**src/hdl/bdel_pkg.sv**
```systemverilog
// Shared types and constants for the button debounce / press latch block.
// No dependencies; imported by every module of the block.
package bdel_pkg;

  localparam int NUM_BUTTONS_DEF = 3;
  localparam int FIELD_W         = 3;   // width of opcode, raw and number fields
  localparam int SHOWN_BUTTONS   = 3;   // buttons visible in input and result fields
  localparam int CNT_W           = 8;
  localparam int CFG_IDX_W       = 8;
  localparam int IN_DATA_W       = 16;
  localparam int OUT_DATA_W      = 8;

  localparam logic [CNT_W-1:0] DEBOUNCE_RESET = 8'd10;
  localparam logic [CNT_W-1:0] PRESCALE_RESET = 8'd10;

  typedef enum logic [FIELD_W-1:0] {
    OP_TICK      = 3'd0,
    OP_GET_PUSH  = 3'd1,
    OP_GET_PREL  = 3'd2,
    OP_GET_STATE = 3'd3,
    OP_CLEAR     = 3'd4,
    OP_RESET     = 3'd5
  } op_t;

  typedef enum logic [CFG_IDX_W-1:0] {
    REG_DEBOUNCE_TIME   = 8'd0,
    REG_PRESCALE_PERIOD = 8'd1
  } cfg_reg_t;

  // control broadcast from the top level to every lane
  typedef struct packed {
    logic             fire;       // request accepted this cycle
    logic [FIELD_W-1:0] op;
    logic             pre_zero;   // prescaler is zero after this tick
    logic [CNT_W-1:0] debounce_time;
  } lane_ctl_t;

  // what one lane reports for the current request
  typedef struct packed {
    logic answer;
    logic stable;    // stable state after the request
    logic latched;   // latched press after the request
  } lane_res_t;

endpackage

```
**src/hdl/bdel_lane.sv**
```systemverilog
// One button lane: raw sample, lockout countdown, pending and latched press.
// Depends on bdel_pkg for lane_ctl_t, lane_res_t and the opcodes.
module bdel_lane (
  input  logic               clk,
  input  logic               rst_n,
  input  bdel_pkg::lane_ctl_t ctl,
  input  logic               sel,    // this lane is the queried button
  input  logic               raw,    // sampled input, 1 = pressed
  output bdel_pkg::lane_res_t res
);
  import bdel_pkg::*;

  logic             raw_r, raw_nxt;
  logic [CNT_W-1:0] lock_r, lock_nxt;
  logic             pend_r, pend_nxt;
  logic             latch_r, latch_nxt;
  logic             stable_r, stable_nxt;
  logic             answer;

  always_comb begin
    raw_nxt    = raw_r;
    lock_nxt   = lock_r;
    pend_nxt   = pend_r;
    latch_nxt  = latch_r;
    stable_nxt = stable_r;
    answer     = 1'b0;
    unique case (op_t'(ctl.op))
      OP_TICK: begin
        if (raw != raw_r) begin
          raw_nxt = raw;
          if (lock_r == '0) begin
            if (!raw) lock_nxt = ctl.debounce_time;
            else      pend_nxt = 1'b1;
          end
        end else begin
          if (ctl.pre_zero && (lock_r != '0)) lock_nxt = lock_r - 1'b1;
          latch_nxt  = latch_r | pend_r;
          pend_nxt   = 1'b0;
          stable_nxt = raw_r;
        end
      end
      OP_GET_PUSH: begin
        if (sel) begin
          answer    = latch_r;
          latch_nxt = 1'b0;
        end
      end
      OP_GET_PREL: begin
        if (sel && latch_r && !stable_r) begin
          answer    = 1'b1;
          latch_nxt = 1'b0;
        end
      end
      OP_GET_STATE: begin
        if (sel) answer = stable_r;
      end
      OP_CLEAR: latch_nxt = 1'b0;
      OP_RESET: begin
        raw_nxt   = 1'b0;
        lock_nxt  = ctl.debounce_time;
        pend_nxt  = 1'b0;
        latch_nxt = 1'b0;
      end
      default: ;
    endcase
  end

  always_ff @(posedge clk) begin
    if (!rst_n) begin
      raw_r    <= 1'b0;
      lock_r   <= DEBOUNCE_RESET;
      pend_r   <= 1'b0;
      latch_r  <= 1'b0;
      stable_r <= 1'b0;
    end else if (ctl.fire) begin
      raw_r    <= raw_nxt;
      lock_r   <= lock_nxt;
      pend_r   <= pend_nxt;
      latch_r  <= latch_nxt;
      stable_r <= stable_nxt;
    end
  end

  assign res.answer  = answer;
  assign res.stable  = stable_nxt;
  assign res.latched = latch_nxt;

endmodule

```
**src/hdl/bdel_merge.sv**
```systemverilog
// Merge stage: ORs the lane answers, packs the visible lanes, and holds the
// result in the output register. Depends on bdel_pkg.
module bdel_merge #(
  parameter int NUM_BUTTONS = bdel_pkg::NUM_BUTTONS_DEF
) (
  input  logic                               clk,
  input  logic                               rst_n,
  input  logic                               fire,
  input  bdel_pkg::lane_res_t                lane_res [NUM_BUTTONS],
  output logic                               free,   // output register can load
  output logic                               out_tvalid,
  input  logic                               out_tready,
  // out_tdata: [0] answer, [3:1] stable_states, [6:4] latched_presses, [7] zero
  output logic [bdel_pkg::OUT_DATA_W-1:0]    out_tdata
);
  import bdel_pkg::*;

  logic                     answer;
  logic [SHOWN_BUTTONS-1:0] stable_v, latched_v;
  logic                     valid_r;
  logic [OUT_DATA_W-1:0]    data_r;

  always_comb begin
    answer = 1'b0;
    for (int k = 0; k < NUM_BUTTONS; k++) answer = answer | lane_res[k].answer;
  end

  for (genvar k = 0; k < SHOWN_BUTTONS; k++) begin : g_pack
    if (k < NUM_BUTTONS) begin : g_on
      assign stable_v[k]  = lane_res[k].stable;
      assign latched_v[k] = lane_res[k].latched;
    end else begin : g_off
      assign stable_v[k]  = 1'b0;
      assign latched_v[k] = 1'b0;
    end
  end

  assign free = !valid_r || out_tready;

  always_ff @(posedge clk) begin
    if (!rst_n) begin
      valid_r <= 1'b0;
    end else if (free) begin
      valid_r <= fire;
    end
  end

  always_ff @(posedge clk) begin
    if (fire) data_r <= {1'b0, latched_v, stable_v, answer};
  end

  assign out_tvalid = valid_r;
  assign out_tdata  = data_r;

endmodule

```
**src/hdl/button_debounce_edge_latch.sv**
```systemverilog
// Top level of the push-button debouncer with press latch.
// Depends on bdel_pkg, bdel_lane and bdel_merge.
//
// Each request (tick, query, clear or reset) yields exactly one result, which
// appears in the output register in the cycle after the request is taken; a new
// request is accepted every cycle as long as the result side keeps up
// (in_tready drops only while a result waits and out_tready is low). Every
// button has its own lane that updates raw sample, lockout countdown and
// press flags in next-state logic; the shared prescaler sits here, and the
// merge stage ORs lane answers and packs the first three lanes into the
// result. Queries use one-based button numbers; a number of zero or above
// NUM_BUTTONS answers 0. Registers: index 0 debounce_time, index 1
// prescale_period, both reset to 10; writes to other indexes are dropped.
// The configuration port is always ready.
module button_debounce_edge_latch #(
  parameter int NUM_BUTTONS = bdel_pkg::NUM_BUTTONS_DEF
) (
  input  logic                            clk,
  input  logic                            rst_n,
  // in_tdata: [2:0] opcode, [5:3] raw_pressed, [8:6] button_number, [15:9] zero
  input  logic                            in_tvalid,
  output logic                            in_tready,
  input  logic [bdel_pkg::IN_DATA_W-1:0]  in_tdata,
  output logic                            out_tvalid,
  input  logic                            out_tready,
  // out_tdata: [0] answer, [3:1] stable_states, [6:4] latched_presses, [7] zero
  output logic [bdel_pkg::OUT_DATA_W-1:0] out_tdata,
  input  logic                            cfg_valid,
  output logic                            cfg_ready,
  input  logic [bdel_pkg::CFG_IDX_W-1:0]  cfg_index,
  input  logic [bdel_pkg::CNT_W-1:0]      cfg_data
);
  import bdel_pkg::*;

  logic [FIELD_W-1:0] in_op, in_raw, in_num;
  logic               fire, free;
  logic [CNT_W-1:0]   debounce_r, prescale_r;
  logic [CNT_W-1:0]   pre_r, pre_nxt;
  lane_ctl_t          ctl;
  lane_res_t          lane_res [NUM_BUTTONS];

  assign in_op  = in_tdata[FIELD_W-1:0];
  assign in_raw = in_tdata[2*FIELD_W-1:FIELD_W];
  assign in_num = in_tdata[3*FIELD_W-1:2*FIELD_W];

  assign in_tready = free;
  assign fire      = in_tvalid && free;
  assign cfg_ready = 1'b1;

  // config registers; only to be written while idle, a rule on the user that the block does not enforce
  always_ff @(posedge clk) begin
    if (!rst_n) begin
      debounce_r <= DEBOUNCE_RESET;
      prescale_r <= PRESCALE_RESET;
    end else if (cfg_valid) begin
      if (cfg_index == REG_DEBOUNCE_TIME)   debounce_r <= cfg_data;
      if (cfg_index == REG_PRESCALE_PERIOD) prescale_r <= cfg_data;
    end
  end

  // shared prescaler steps on every tick; lanes see its new value
  assign pre_nxt = (pre_r != '0) ? pre_r - 1'b1 : prescale_r;

  always_ff @(posedge clk) begin
    if (!rst_n) begin
      pre_r <= '0;
    end else if (fire && (in_op == OP_TICK)) begin
      pre_r <= pre_nxt;
    end
  end

  assign ctl.fire          = fire;
  assign ctl.op            = in_op;
  assign ctl.pre_zero      = (pre_nxt == '0);
  assign ctl.debounce_time = debounce_r;

  for (genvar k = 0; k < NUM_BUTTONS; k++) begin : g_lane
    logic raw_bit;
    if (k < SHOWN_BUTTONS) begin : g_in
      assign raw_bit = in_raw[k];
    end else begin : g_none
      assign raw_bit = 1'b0;   // no input pin for this button
    end

    bdel_lane u_lane (
      .clk   (clk),
      .rst_n (rst_n),
      .ctl   (ctl),
      .sel   (in_num == FIELD_W'(k + 1)),
      .raw   (raw_bit),
      .res   (lane_res[k])
    );
  end

  bdel_merge #(
    .NUM_BUTTONS (NUM_BUTTONS)
  ) u_merge (
    .clk        (clk),
    .rst_n      (rst_n),
    .fire       (fire),
    .lane_res   (lane_res),
    .free       (free),
    .out_tvalid (out_tvalid),
    .out_tready (out_tready),
    .out_tdata  (out_tdata)
  );

endmodule
```
**config.mk**
```make
export PLATFORM = sky130hd
export DESIGN_NAME = button_debounce_edge_latch
export DESIGN_NICKNAME = d
export VERILOG_FILES = /design/src/hdl/bdel_pkg.sv /design/src/hdl/bdel_lane.sv /design/src/hdl/bdel_merge.sv /design/src/hdl/button_debounce_edge_latch.sv
export SDC_FILE = /design/constraint.sdc
export NUM_CORES = 1
export LEC_CHECK = 0
export BUFFER_PORTS_ARGS = -buffer_cell sky130_fd_sc_hd__buf_2
export CELL_PAD_IN_SITES_DETAIL_PLACEMENT = 1
export CELL_PAD_IN_SITES_GLOBAL_PLACEMENT = 2
export CORE_MARGIN = 2
export CORE_UTILIZATION = 34
export DETAILED_ROUTE_END_ITERATION = 10
export MAX_ROUTING_LAYER = met4
export PLACE_DENSITY_LB_ADDON = 0.1
export SYNTH_ARGS = -nofsm -noshare
export SYNTH_HDL_FRONTEND = slang
export SYNTH_SLANG_ARGS = --single-unit
```
**constraint.sdc**
```tcl
create_clock -name clk -period 4.38 [get_ports clk]
set_clock_uncertainty 0.2 [all_clocks]
set_input_delay 0.438 -clock clk [delete_from_list [all_inputs] [get_ports clk]]
set_output_delay 0.438 -clock clk [all_outputs]
set_load 0.01 [all_outputs]
```
Yosys cells after proc, flatten, opt, wreduce, memory -nomap -nowiden --
Index checks and enable logic that the tools add are counted.
Word-level totals: register bits 68, logic and storage cells 159, output and inout port bits 11
Cells by class: add/subtract/negate cells 4, equality and inequality tests 27, muxes and demuxes 64, bitwise logic cells 5, reductions and logical operators 39
Operators by type and width (number):
- $mux W8 | 13
- $pmux W8 S2 | 3
- $logic_not A8 Y1 | 5
- $mux W1 | 36
- $reduce_bool A8 Y1 | 4
- $sub A8 B1 Y8 const B | 4
- $ne A3 B3 Y1 const B | 9
- $reduce_and A5 Y1 | 3
- $eq A3 B2 Y1 const B | 4
- $pmux W1 S2 | 6
- $pmux W1 S4 | 3
- $reduce_and A4 Y1 | 3
- $logic_and A1 B1 Y1 | 11
- $ne A3 B1 Y1 const B | 3
- $pmux W1 S3 | 3
- $reduce_and A3 Y1 | 3
- $eq A8 B1 Y1 const B | 1
- $eq A3 B1 Y1 const B | 2
- $eq A3 B3 Y1 const B | 2
- $ne A2 B1 Y1 const B | 3
- $or A1 B1 Y1 | 5
- $logic_not A1 Y1 | 4
- $reduce_and A2 Y1 | 2
- $logic_not A3 Y1 | 1
- other kinds (4) | 6

Logic depth before layout (Yosys ltp) --
Gate-level depths: netlist of run 1.
depth after elaboration 7, mapped depth 12, gate-level depth less buffers 9

Hierarchy --
A second synthesis of run 1 with hierarchy kept.
Unflattened totals: cells, all modules 548, area total of the unflattened synthesis 4747.1 sq um
Modules (own cells, without submodules):
- bdel_lane | times used 3, cells each 128, area an instance 1036.0 sq um
- button_debounce_edge_latch | times used 1, cells each 150, area an instance 1366.3 sq um
- bdel_merge | times used 1, cells each 14, area an instance 272.8 sq um

Worst setup path after synthesis of run 1 --
Ideal clock, no wire load.
kind register to register, start point register pre_r[0], end point register g_lane[1].u_lane.lock_r[0], stages on the path, launching flop included 13, data arrival time 2784 ps, data required time 4060 ps, period minus slack after synthesis 3104 ps, path slack 1276 ps, path through dfxtp_1 -> buf_2 -> inv_1 -> ha_1 -> clkbuf_1 -> nor3b_1 -> xnor2_1 -> a31oi_1 -> or4_4 -> a211o_1 -> buf_6 -> and3_1 -> o31a_1
Between the ends: cells in the longest elaborated chain, start to end 6, elaborated cells between the ends (all ways) 7
RTL lines:
- start, declared | RTL line button_debounce_edge_latch.sv:38 | logic [CNT_W-1:0] pre_r, pre_nxt;
- start signal, assigned | RTL line button_debounce_edge_latch.sv:68 | pre_r <= pre_nxt;
- $sub A8 B1 Y8 or $reduce_bool A8 Y1 (tied branches) | RTL line button_debounce_edge_latch.sv:62 | assign pre_nxt = (pre_r != '0) ? pre_r - 1'b1 : prescale_r;
- $mux W8 (*) | RTL line button_debounce_edge_latch.sv:62
- $logic_not A8 Y1 (*) | RTL line button_debounce_edge_latch.sv:74 | assign ctl.pre_zero = (pre_nxt == '0);
- $logic_and A1 B1 Y1 (*) | RTL line bdel_lane.sv:36 | if (ctl.pre_zero && (lock_r != '0)) lock_nxt = lock_r - 1'b1;
- $ne A3 B1 Y1 (no line) (*)
- $reduce_and A5 Y1 (no line) (*)
- end signal, assigned | RTL line bdel_lane.sv:77 | lock_r <= lock_nxt;
- end, declared | RTL line bdel_lane.sv:14 | logic [CNT_W-1:0] lock_r, lock_nxt;
Every way passes the cells marked *; elsewhere a longest branch is shown, timed or not. A chain may end at the register's enable or synchronous reset.

Final worst setup path of run 1 --
start point register pre_r[0], end point register g_lane[1].u_lane.lock_r[5]
Same word-level chain as after synthesis.

==> summary.md, run 1 <==
| Metric | Value |
|---|---|
| Max-cap check violation count | 0 |
| Clock-pin transition on the worst setup and hold timing paths | about 50 ps |
| Worst Setup Path Type | reg -> reg |
| Overall routing resource usage | approximately a fifth |
| Number of hold violations in the final report | 0 |
| Vias in the first global route | around 3900 |
| Critical path peak fanout | 11 |
| Sequential element share of the synthesized area | around a third |
| Count of final setup violators | 0 |
| Relative slew margins | a little under two fifths |
| Sink count of the clock tree | 68 |
| Routing usage on met3 | ~4.6% |
| Sequence of cells on the critical path | inv_1 -> ha_1 -> or4b_4 -> nor2_1 -> a311o_1 -> o211ai_2 -> a211o_1 -> and2_0 -> o32ai_1 |
| Slowest CP cell | sky130_fd_sc_hd__or4b_4 |
| Diode insertion count for antenna repair | 0 |
| Net Count, Synth | 577 |
| Setup Fix Bufs, Post-CTS | 0 |
| Starting density of the core | 34.4% |
| Highest ir drop seen on vdd | roughly 210 µV |
| Height of the chip | ~110 µm |
| Antenna violation net count after detailed routing | 0 |
| Mean number of vias per cell | 5.55 |
| Endpoint of the worst hold-timing path | prescale_r[1] |
| Width of the die | approximately 110 µm |
| Most common cell after layout, fill and taps aside | sky130_fd_sc_hd__nor2_1 |
| # hold bufs at CTS | 0 |
| Ys flop type | sky130_fd_sc_hd__dfxtp_1 |
| Full die area | 12900 µm² |
| Depth of the worst register-to-register path | 9 |
| Global-route met2 utilization | about a third |
| Clock tree from TritonCTS | done |
| Placer congestion estimate | approximately 0.85 |
| Final nets | about 600 |
| Capture instance of the worst register-to-register path | g_lane[1].u_lane.lock_r[5] |
| Maximum cell stage delay along the critical path | slightly above 500 ps |
| Pin count of the biggest net entering global routing | 47 |
| First-pass GRT wire length | roughly 20000 µm |
| Global route total overflow | 0 |
| Clock latency of the later-clocked register in the worst-skew pair | 340 ps |
| Number of enable-type register cells in the synthesized netlist | 7 |
| Mean cell area of the mapped netlist | between 7 and 8 µm² |
| Antenna violations before repair | 0 |
| YS warnings | 0 |
| Share of the cycle needed by the critical path after routing | between 80% and 90% |
| Setup slack on the worst flop-to-flop path | 780 ps |
| Cts bufs inserted | 9 |
| Launch instance of the worst register-to-register path | pre_r[0] |
| Setup repair after global routing missed its margin | false |
| Hold Crit Class | in -> reg |
| First-pass detailed-route iteration total | 4 |
| Placeable core area | roughly 12000 µm² |
| Filler cells | 1457 |
| Max-slew violation count | 0 |
| Buffer cell driving the clock tree root | sky130_fd_sc_hd__clkbuf_16 |
| Register bit count reported by yosys | 68 |
| Cell area after synthesis | between 4000 and 5000 µm² |
| Residual DRC count | 0 |
| Worst-margin pin slew | between 900 and 1000 ps |
| Run status | completed |
| Worst hold slack | 148 ps |
| Mean routed wirelength per cell | approximately 18 µm |
| Number of distinct standard cells referenced by the synthesized netlist | 60 |
| Power density over cell area | 321 nW/µm² |
| Iteration-0 DRC count of the detailed router | 144 |
| Number of buffers and inverters on the critical path | 1 |
| Min-Delay Path Depth | 3 |
| Boundary pin count | between 40 and 50 |
| Clock H-tree levels | 3 |
| DR vias | 3915 |
| Largest delay contributor family on the critical path | simple AND/OR/NAND/NOR gates |
| Minimum clock period after layout | around 3600 ps |
| Data required time at the worst endpoint | between 4000 and 5000 ps |
| Resize count post-CTS | 0 |
| DPL Wire Length | 8820 µm |
| Deepest clock path buffer count | 2 |
| Critical hold path startpoint | cfg_data[1] |
| Leading cell types in the layout, fill and taps excluded | sky130_fd_sc_hd__nor2_1, sky130_fd_sc_hd__dfxtp_1, sky130_fd_sc_hd__nand2_1, sky130_fd_sc_hd__a21oi_1, sky130_fd_sc_hd__buf_2 |
| Met1 layer usage reported by global route | a little over a quarter |
| Critical path startpoint category | flip-flop |
| Most used routing layer | met2 |
| Buffers added on ports | 38 |
| Num rows | 40 |
| Async set-or-reset flop fraction in the synthesized netlist | 0% |
| Synthesized instance count | 532 |
| Total negative slack | 0 ps |
| Worst setup path startpoint | pre_r[0] |
| Share of final-layout standard cells stronger than drive strength 1 | 11.1% |
| Endpoint kind of the worst setup timing path | flip-flop |
| FMAX | 0.278 GHz |
| Area added between synthesis and finish | 12.5% |
| Cell leakage power | roughly 1.7 nW |
| Routed WL | 12400 µm |
| Data arrival time of the worst path | around 3600 ps |
-- stage by stage --
step	power, mW	util [%]	area, µm²	setup WS (ps)	cells
3_3_place_gp	0.837	36.6	4340	806	689
2_1_floorplan	0.786	-	4080	1280	532
6_report	1.47	38.7	4590	778	705
3_5_place_dp	0.842	36.6	4340	801	689
5_1_grt	1.54	38.7	4590	497	705
4_1_cts	1.49	38.7	4590	777	705
-- cell families after synthesis --
family | Yosys count | share of synthesized area [%]
xor gates and xnor gates | 3 | 0.644
AOI/OAI and AO/OA | 149 | 23.5
adders and majority gates | 8 | 2.45
buffers and inverters | 51 | 5.25
and+or+nand+nor | 229 | 27.5
other | 2 | 0.184
muxes | 22 | 5.40
DFF | 68 | 35.1
-- worst max path at each step --
stage	to	slack, ps	cells after the start
4_1_cts	g_lane[1].u_lane.lock_r[2]	780	9
3_3_place_gp	g_lane[1].u_lane.lock_r[7]	810	9
5_1_grt	g_lane[1].u_lane.lock_r[5]	500	9
3_5_place_dp	g_lane[1].u_lane.lock_r[2]	800	9
6_report	g_lane[1].u_lane.lock_r[5]	780	9
2_1_floorplan	g_lane[1].u_lane.lock_r[0]	1280	12
-- registers in the layout, summed over array words and instances (netlist names) --
name and cells:
g_lane.u_lane.lock_r 24, u_merge.out_tdata 7, g_lane.u_lane.raw_r 3, g_lane.u_lane.stable_r 3, g_lane.u_lane.latch_r 3, pre_r 8
g_lane.u_lane.pend_r 3, u_merge.out_tvalid 1, prescale_r 8, debounce_r 8
-- per-layer routing --
metal,part of all wire (%),up-vias
li1,-,1971
met1,49,1873
met2,46,51
met3,2.9,20
met4,1.8,0
met5,0,-
-- cell usage after synthesis, types with 7 or more instances --
library cell	number	share of area, %
sky130_fd_sc_hd__a21oi_1	59	7.2
sky130_fd_sc_hd__a31oi_1	8	1.2
sky130_fd_sc_hd__clkbuf_1	24	2.2
sky130_fd_sc_hd__dfxtp_1	61	30
sky130_fd_sc_hd__edfxtp_1	7	5.2
sky130_fd_sc_hd__ha_1	8	2.5
sky130_fd_sc_hd__inv_1	17	1.6
sky130_fd_sc_hd__mux2i_1	22	5.4
sky130_fd_sc_hd__nand2_1	59	5.4
sky130_fd_sc_hd__nand2b_1	7	1.1
sky130_fd_sc_hd__nand3_1	7	0.86
sky130_fd_sc_hd__nor2_1	78	7.2
sky130_fd_sc_hd__nor3_1	21	2.6
sky130_fd_sc_hd__nor4_1	7	1.1
sky130_fd_sc_hd__o21ai_0	28	3.4
sky130_fd_sc_hd__o32ai_1	14	3.0
sky130_fd_sc_hd__or3_1	10	1.5
-- layout make-up --
cell class / instances / area, µm² / area share (%)
clock inverters: 4 / 16.3 / 0.354
well taps: 147 / 184 / 4.01
multi-input cells: 413 / 2430 / 53.0
flip-flops and latches: 68 / 1430 / 31.2
repair buffers: 41 / 213 / 4.63
clock buffers: 12 / 236 / 5.15
inverters: 20 / 75.1 / 1.64
-- where the power goes --
| part | switching (mW) | internal (mW) | total [mW] | leakage (nW) |
|---|---|---|---|---|
| clock network | 0.268 | 0.377 | 0.645 | 0.123 |
| registers | 0.00971 | 0.641 | 0.651 | 0.564 |
| logic | 0.116 | 0.0611 | 0.177 | 0.996 |
| total | 0.394 | 1.08 | 1.47 | 1.68 |
-- tightest hold or removal path: stages --
cell and delay [ps]:
sky130_fd_sc_hd__buf_2 90, sky130_fd_sc_hd__mux2i_1 60, sky130_fd_sc_hd__nand2_1 60
Power figures use the tool's default switching activity.
==> run 2, diff against run 1 <==
--- a/config.mk
+++ b/config.mk
@@ -5,11 +5,12 @@
 export SDC_FILE = /design/constraint.sdc
 export NUM_CORES = 1
 export LEC_CHECK = 0
+export ABC_AREA = 1
 export BUFFER_PORTS_ARGS = -buffer_cell sky130_fd_sc_hd__buf_2
 export CELL_PAD_IN_SITES_DETAIL_PLACEMENT = 1
 export CELL_PAD_IN_SITES_GLOBAL_PLACEMENT = 2
 export CORE_MARGIN = 2
-export CORE_UTILIZATION = 34
+export CORE_UTILIZATION = 29
 export DETAILED_ROUTE_END_ITERATION = 10
 export MAX_ROUTING_LAYER = met4
 export PLACE_DENSITY_LB_ADDON = 0.1
==> constraint.sdc (replaced) <==
create_clock -name clk -period 3.3 [get_ports clk]
set_clock_uncertainty 0.2 [all_clocks]
set_input_delay 0.33 -clock clk [delete_from_list [all_inputs] [get_ports clk]]
set_output_delay 0.33 -clock clk [all_outputs]
set_load 0.01 [all_outputs]
==> run 2 against run 1 <==
Via count rose by 1.8%. Count of clock-buffer cells in the layout fell by 3. First-iteration DRC count rose by 28%. Global-route usage fell by 2.9 points. Maximum frequency rose by 39%. Final area rose by 1.2%. Core utilization fell by 3.9 points. Sequential power rose by 38%.
==> summary.md, run 2 <==
| Metric | Value |
|---|---|
| Share of final-layout standard cells stronger than drive strength 1 | 12.0% (+0.93 points) |
| Buffers added on ports | 38 (unchanged) |
| Placer congestion estimate | 0.814 (-3.9%) |
| Worst setup slack after placement | 681 ps (-120 ps) |
| Depth of the worst register-to-register path | 14 (+5) |
| Max-slew violation count | 0 (unchanged) |
| Cell area after synthesis | 4000 µm² (-1.9%) |
| # hold bufs at CTS | 0 (unchanged) |
| Clock-pin transition on the worst setup and hold timing paths | 60 ps (about the same) |
| Minimum clock period after layout | 2600 ps (-1000 ps) |
| Run status | completed |
| Clock latency of the later-clocked register in the worst-skew pair | 350 ps (about the same) |
| Number of distinct standard cells referenced by the synthesized netlist | 38 (-37%) |
| Power density over cell area | 457 nW/µm² (+42%) |
| Worst Setup Path Type | reg -> reg |
| Cell-internal power | 1.49 mW (+38%) |
| Setup repair after global routing missed its margin | false |
| DPL Wire Length | 8660 µm (-1.9%) |
| YS warnings | 0 (unchanged) |
| Flip-flop count of the largest register after layout | 24 (unchanged) |
| Clock share of power | 42.7% (-1.1 points) |
| Cell leakage power | 2.15 nW (+28%) |
| Instance area after placement | 4380 µm² (+0.89%) |
| Height of the chip | 121 µm (+7.0%) |
| Leading cell types in the layout, fill and taps excluded | sky130_fd_sc_hd__nand2_1, sky130_fd_sc_hd__nor2_1, sky130_fd_sc_hd__inv_1 |
| Setup Fix Bufs, Post-CTS | 0 (unchanged) |
| Register share of total power | 42.3% (-1.9 points) |
| Fin util | 34.8% (-3.9 points) |
| Mean cell area of the mapped netlist | 6.62 µm² (-14%) |
| Mean routed wirelength per cell | 14.2 µm (-19%) |
| Full die area | 14800 µm² (+14%) |
| Diode insertion count for antenna repair | 0 (unchanged) |
| First-pass detailed-route iteration total | 4 (unchanged) |
| Share of the synthesized area in the top cell type | 30.5% (+0.58 points) |
| Pin count of the biggest net entering global routing | 35 (-26%) |
| Iteration-0 DRC count of the detailed router | 184 (+28%) |
| Post-Layout Inst Area | 4640 µm² (+1.2%) |
| Final nets | 688 (+15%) |
| Clock H-tree levels | 3 (unchanged) |
| Net Count, Synth | 649 (+12%) |
| Total power after layout | 2.12 mW (+44%) |
| DR vias | 3987 (+1.8%) |
| Resize count post-CTS | 0 (unchanged) |
| Num rows | 42 (+5.0%) |
| Global route total overflow | 0 (unchanged) |
| Total negative slack | 0 ps (unchanged) |
| Hold Crit Class | in -> reg |
| Number of enable-type register cells in the synthesized netlist | 7 (unchanged) |
| Clock tree from TritonCTS | done |
| Net switching component of the power | 635 µW (+61%) |
| Share of the cycle needed by the critical path after routing | 78.8% (-3.5 points) |
| Overall routing resource usage | 17.8% (-2.9 points) |
| Vias in the first global route | 4101 (+5.8%) |
| Top cells by count, synth | sky130_fd_sc_hd__nand2_1, sky130_fd_sc_hd__nor2_1, sky130_fd_sc_hd__inv_1 |
| Sink count of the clock tree | 68 (unchanged) |
| Relative slew margins | 56.4% (+19 points) |
| Buffer cell driving the clock tree root | sky130_fd_sc_hd__clkbuf_16 |
| Width of the die | 121 µm (+7.0%) |
| Setup ws final | 700 ps (-77.9 ps) |
| Data arrival time of the worst path | 2690 ps (-950 ps) |
| Largest area contributor in the netlist | sky130_fd_sc_hd__dfxtp_1 |
| First-pass GRT wire length | 19900 µm (-2.6%) |
| Max-cap check violation count | 0 (unchanged) |
| Proportion of power drawn by combinational gates | 15.1% (+3.1 points) |
| Number of hold violations in the final report | 0 (unchanged) |
| Register bit count reported by yosys | 68 (unchanged) |
| Largest register by flop count | g_lane.u_lane.lock_r |
| Switching Fraction | 29.9% (+3.2 points) |
| Min-Delay Path Depth | 3 (unchanged) |
| Residual DRC count | 0 (unchanged) |
| Cts bufs inserted | 9 (unchanged) |
| Antenna violations before repair | 0 (unchanged) |
| Count of final setup violators | 0 (unchanged) |
| Largest cells by area after synthesis | sky130_fd_sc_hd__dfxtp_1, sky130_fd_sc_hd__nand2_1, sky130_fd_sc_hd__nor2_1 |
| Data required time at the worst endpoint | 3390 ps (-1030 ps) |
| Highest ir drop seen on vdd | 252 µV (+18%) |
| Mean number of vias per cell | 4.84 (-13%) |
| Placeable core area | 13300 µm² (+13%) |
| Cell with the most instances after synthesis | sky130_fd_sc_hd__nand2_1 |
| Deepest clock path buffer count | 2 (unchanged) |
| Antenna violation net count after detailed routing | 0 (unchanged) |
| Endpoint kind of the worst setup timing path | flip-flop |
| Sequential element share of the synthesized area | 35.8% (+0.68 points) |
| Boundary pin count | 48 (unchanged) |
| FMAX | 0.385 GHz (+39%) |
| Critical path startpoint category | flip-flop |
| Worst-margin pin slew | 652 ps (-287 ps) |
| Synthesized instance count | 604 (+14%) |
| Ys flop type | sky130_fd_sc_hd__dfxtp_1 |
| Area added between synthesis and finish | 16.1% |
| Async set-or-reset flop fraction in the synthesized netlist | 0% (unchanged) |
| Starting density of the core | 30.0% (-4.4 points) |
| Most common cell after layout, fill and taps aside | sky130_fd_sc_hd__nand2_1 |
| Routed WL | 11700 µm (-5.6%) |
| Critical path peak fanout | 10 (-1) |
run 2: changes by cell type after synthesis, moves of 22 or more:
cell	previous run	this run
sky130_fd_sc_hd__nand2_1	59	140
sky130_fd_sc_hd__inv_1	17	72
sky130_fd_sc_hd__nand3_1	7	49
sky130_fd_sc_hd__o21ai_0	28	57
sky130_fd_sc_hd__a21oi_1	59	35
sky130_fd_sc_hd__mux2i_1	22	0
run 2: power by group through the flow:
stage / sequential [mW] / combinational (mW) / clock, mW
floorplan: 0.912 / 0.224 / 0
global placement: 0.913 / 0.316 / 0
detailed placement: 0.915 / 0.323 / 0
CTS: 0.897 / 0.325 / 0.938
global route: 0.902 / 0.372 / 0.968
finish: 0.897 / 0.320 / 0.906
run 2: cells by family after synthesis:
kind of cell	Yosys count	synth area share (%)
AOI/OAI and AO/OA	115	15.9
buffers and inverters	95	9.72
xor gates and xnor gates	14	3.06
and+or+nand+nor	302	32.8
DFF	68	35.8
adders and majority gates	8	2.50
other	2	0.188
run 2: path summary, 6_finish.rpt:
path	slack (ps)	endpoint	from
hold / removal	30	debounce_r[3]	cfg_data[3]
setup reg to reg	700	g_lane[0].u_lane.lock_r[4]	pre_r[0]
hold reg to reg	250	prescale_r[0]	prescale_r[0]
setup / recovery	700	g_lane[0].u_lane.lock_r[4]	pre_r[0]
run 2: layout make-up:
class | instances | area (µm²)
Fill cell | 1749 | 8700
Multi-Input combinational cell | 441 | 2180
Sequential cell | 68 | 1430
Inverter | 76 | 285
Timing Repair Buffer | 47 | 258
Clock buffer | 9 | 225
Tap cell | 176 | 220
Clock inverter | 7 | 43.8
run 2: stage by stage:
stage / std cells / hold slack [ps]
4_1_cts: 824 / 17.7
3_3_place_gp: 808 / 245
5_1_grt: 824 / 37.0
6_report: 824 / 25.5
3_5_place_dp: 808 / 248
2_1_floorplan: 604 / 229
run 2: critical path: stages (launching register included):
cell	delay, ps
sky130_fd_sc_hd__dfxtp_1	310
sky130_fd_sc_hd__inv_1	170
sky130_fd_sc_hd__ha_1	210
sky130_fd_sc_hd__nand3_2	140
sky130_fd_sc_hd__nor2_8	200
sky130_fd_sc_hd__nand2_1	70
sky130_fd_sc_hd__o21ai_0	110
sky130_fd_sc_hd__nand3_1	180
sky130_fd_sc_hd__nor2_2	210
sky130_fd_sc_hd__nand3_1	100
sky130_fd_sc_hd__nand2_1	200
sky130_fd_sc_hd__nand2_1	200
sky130_fd_sc_hd__nand2_1	110
sky130_fd_sc_hd__nand2_1	50
sky130_fd_sc_hd__nor2_1	80
run 2: per-layer routing:
layer | track usage (%) | vias up | wire, µm
li1 | - | 2044 | -
met5 | - | - | 0
met3 | 2.87 | 12 | 279
met1 | 22.4 | 1878 | 5840
met4 | 6.90 | 0 | 209
met2 | 28.5 | 53 | 5350
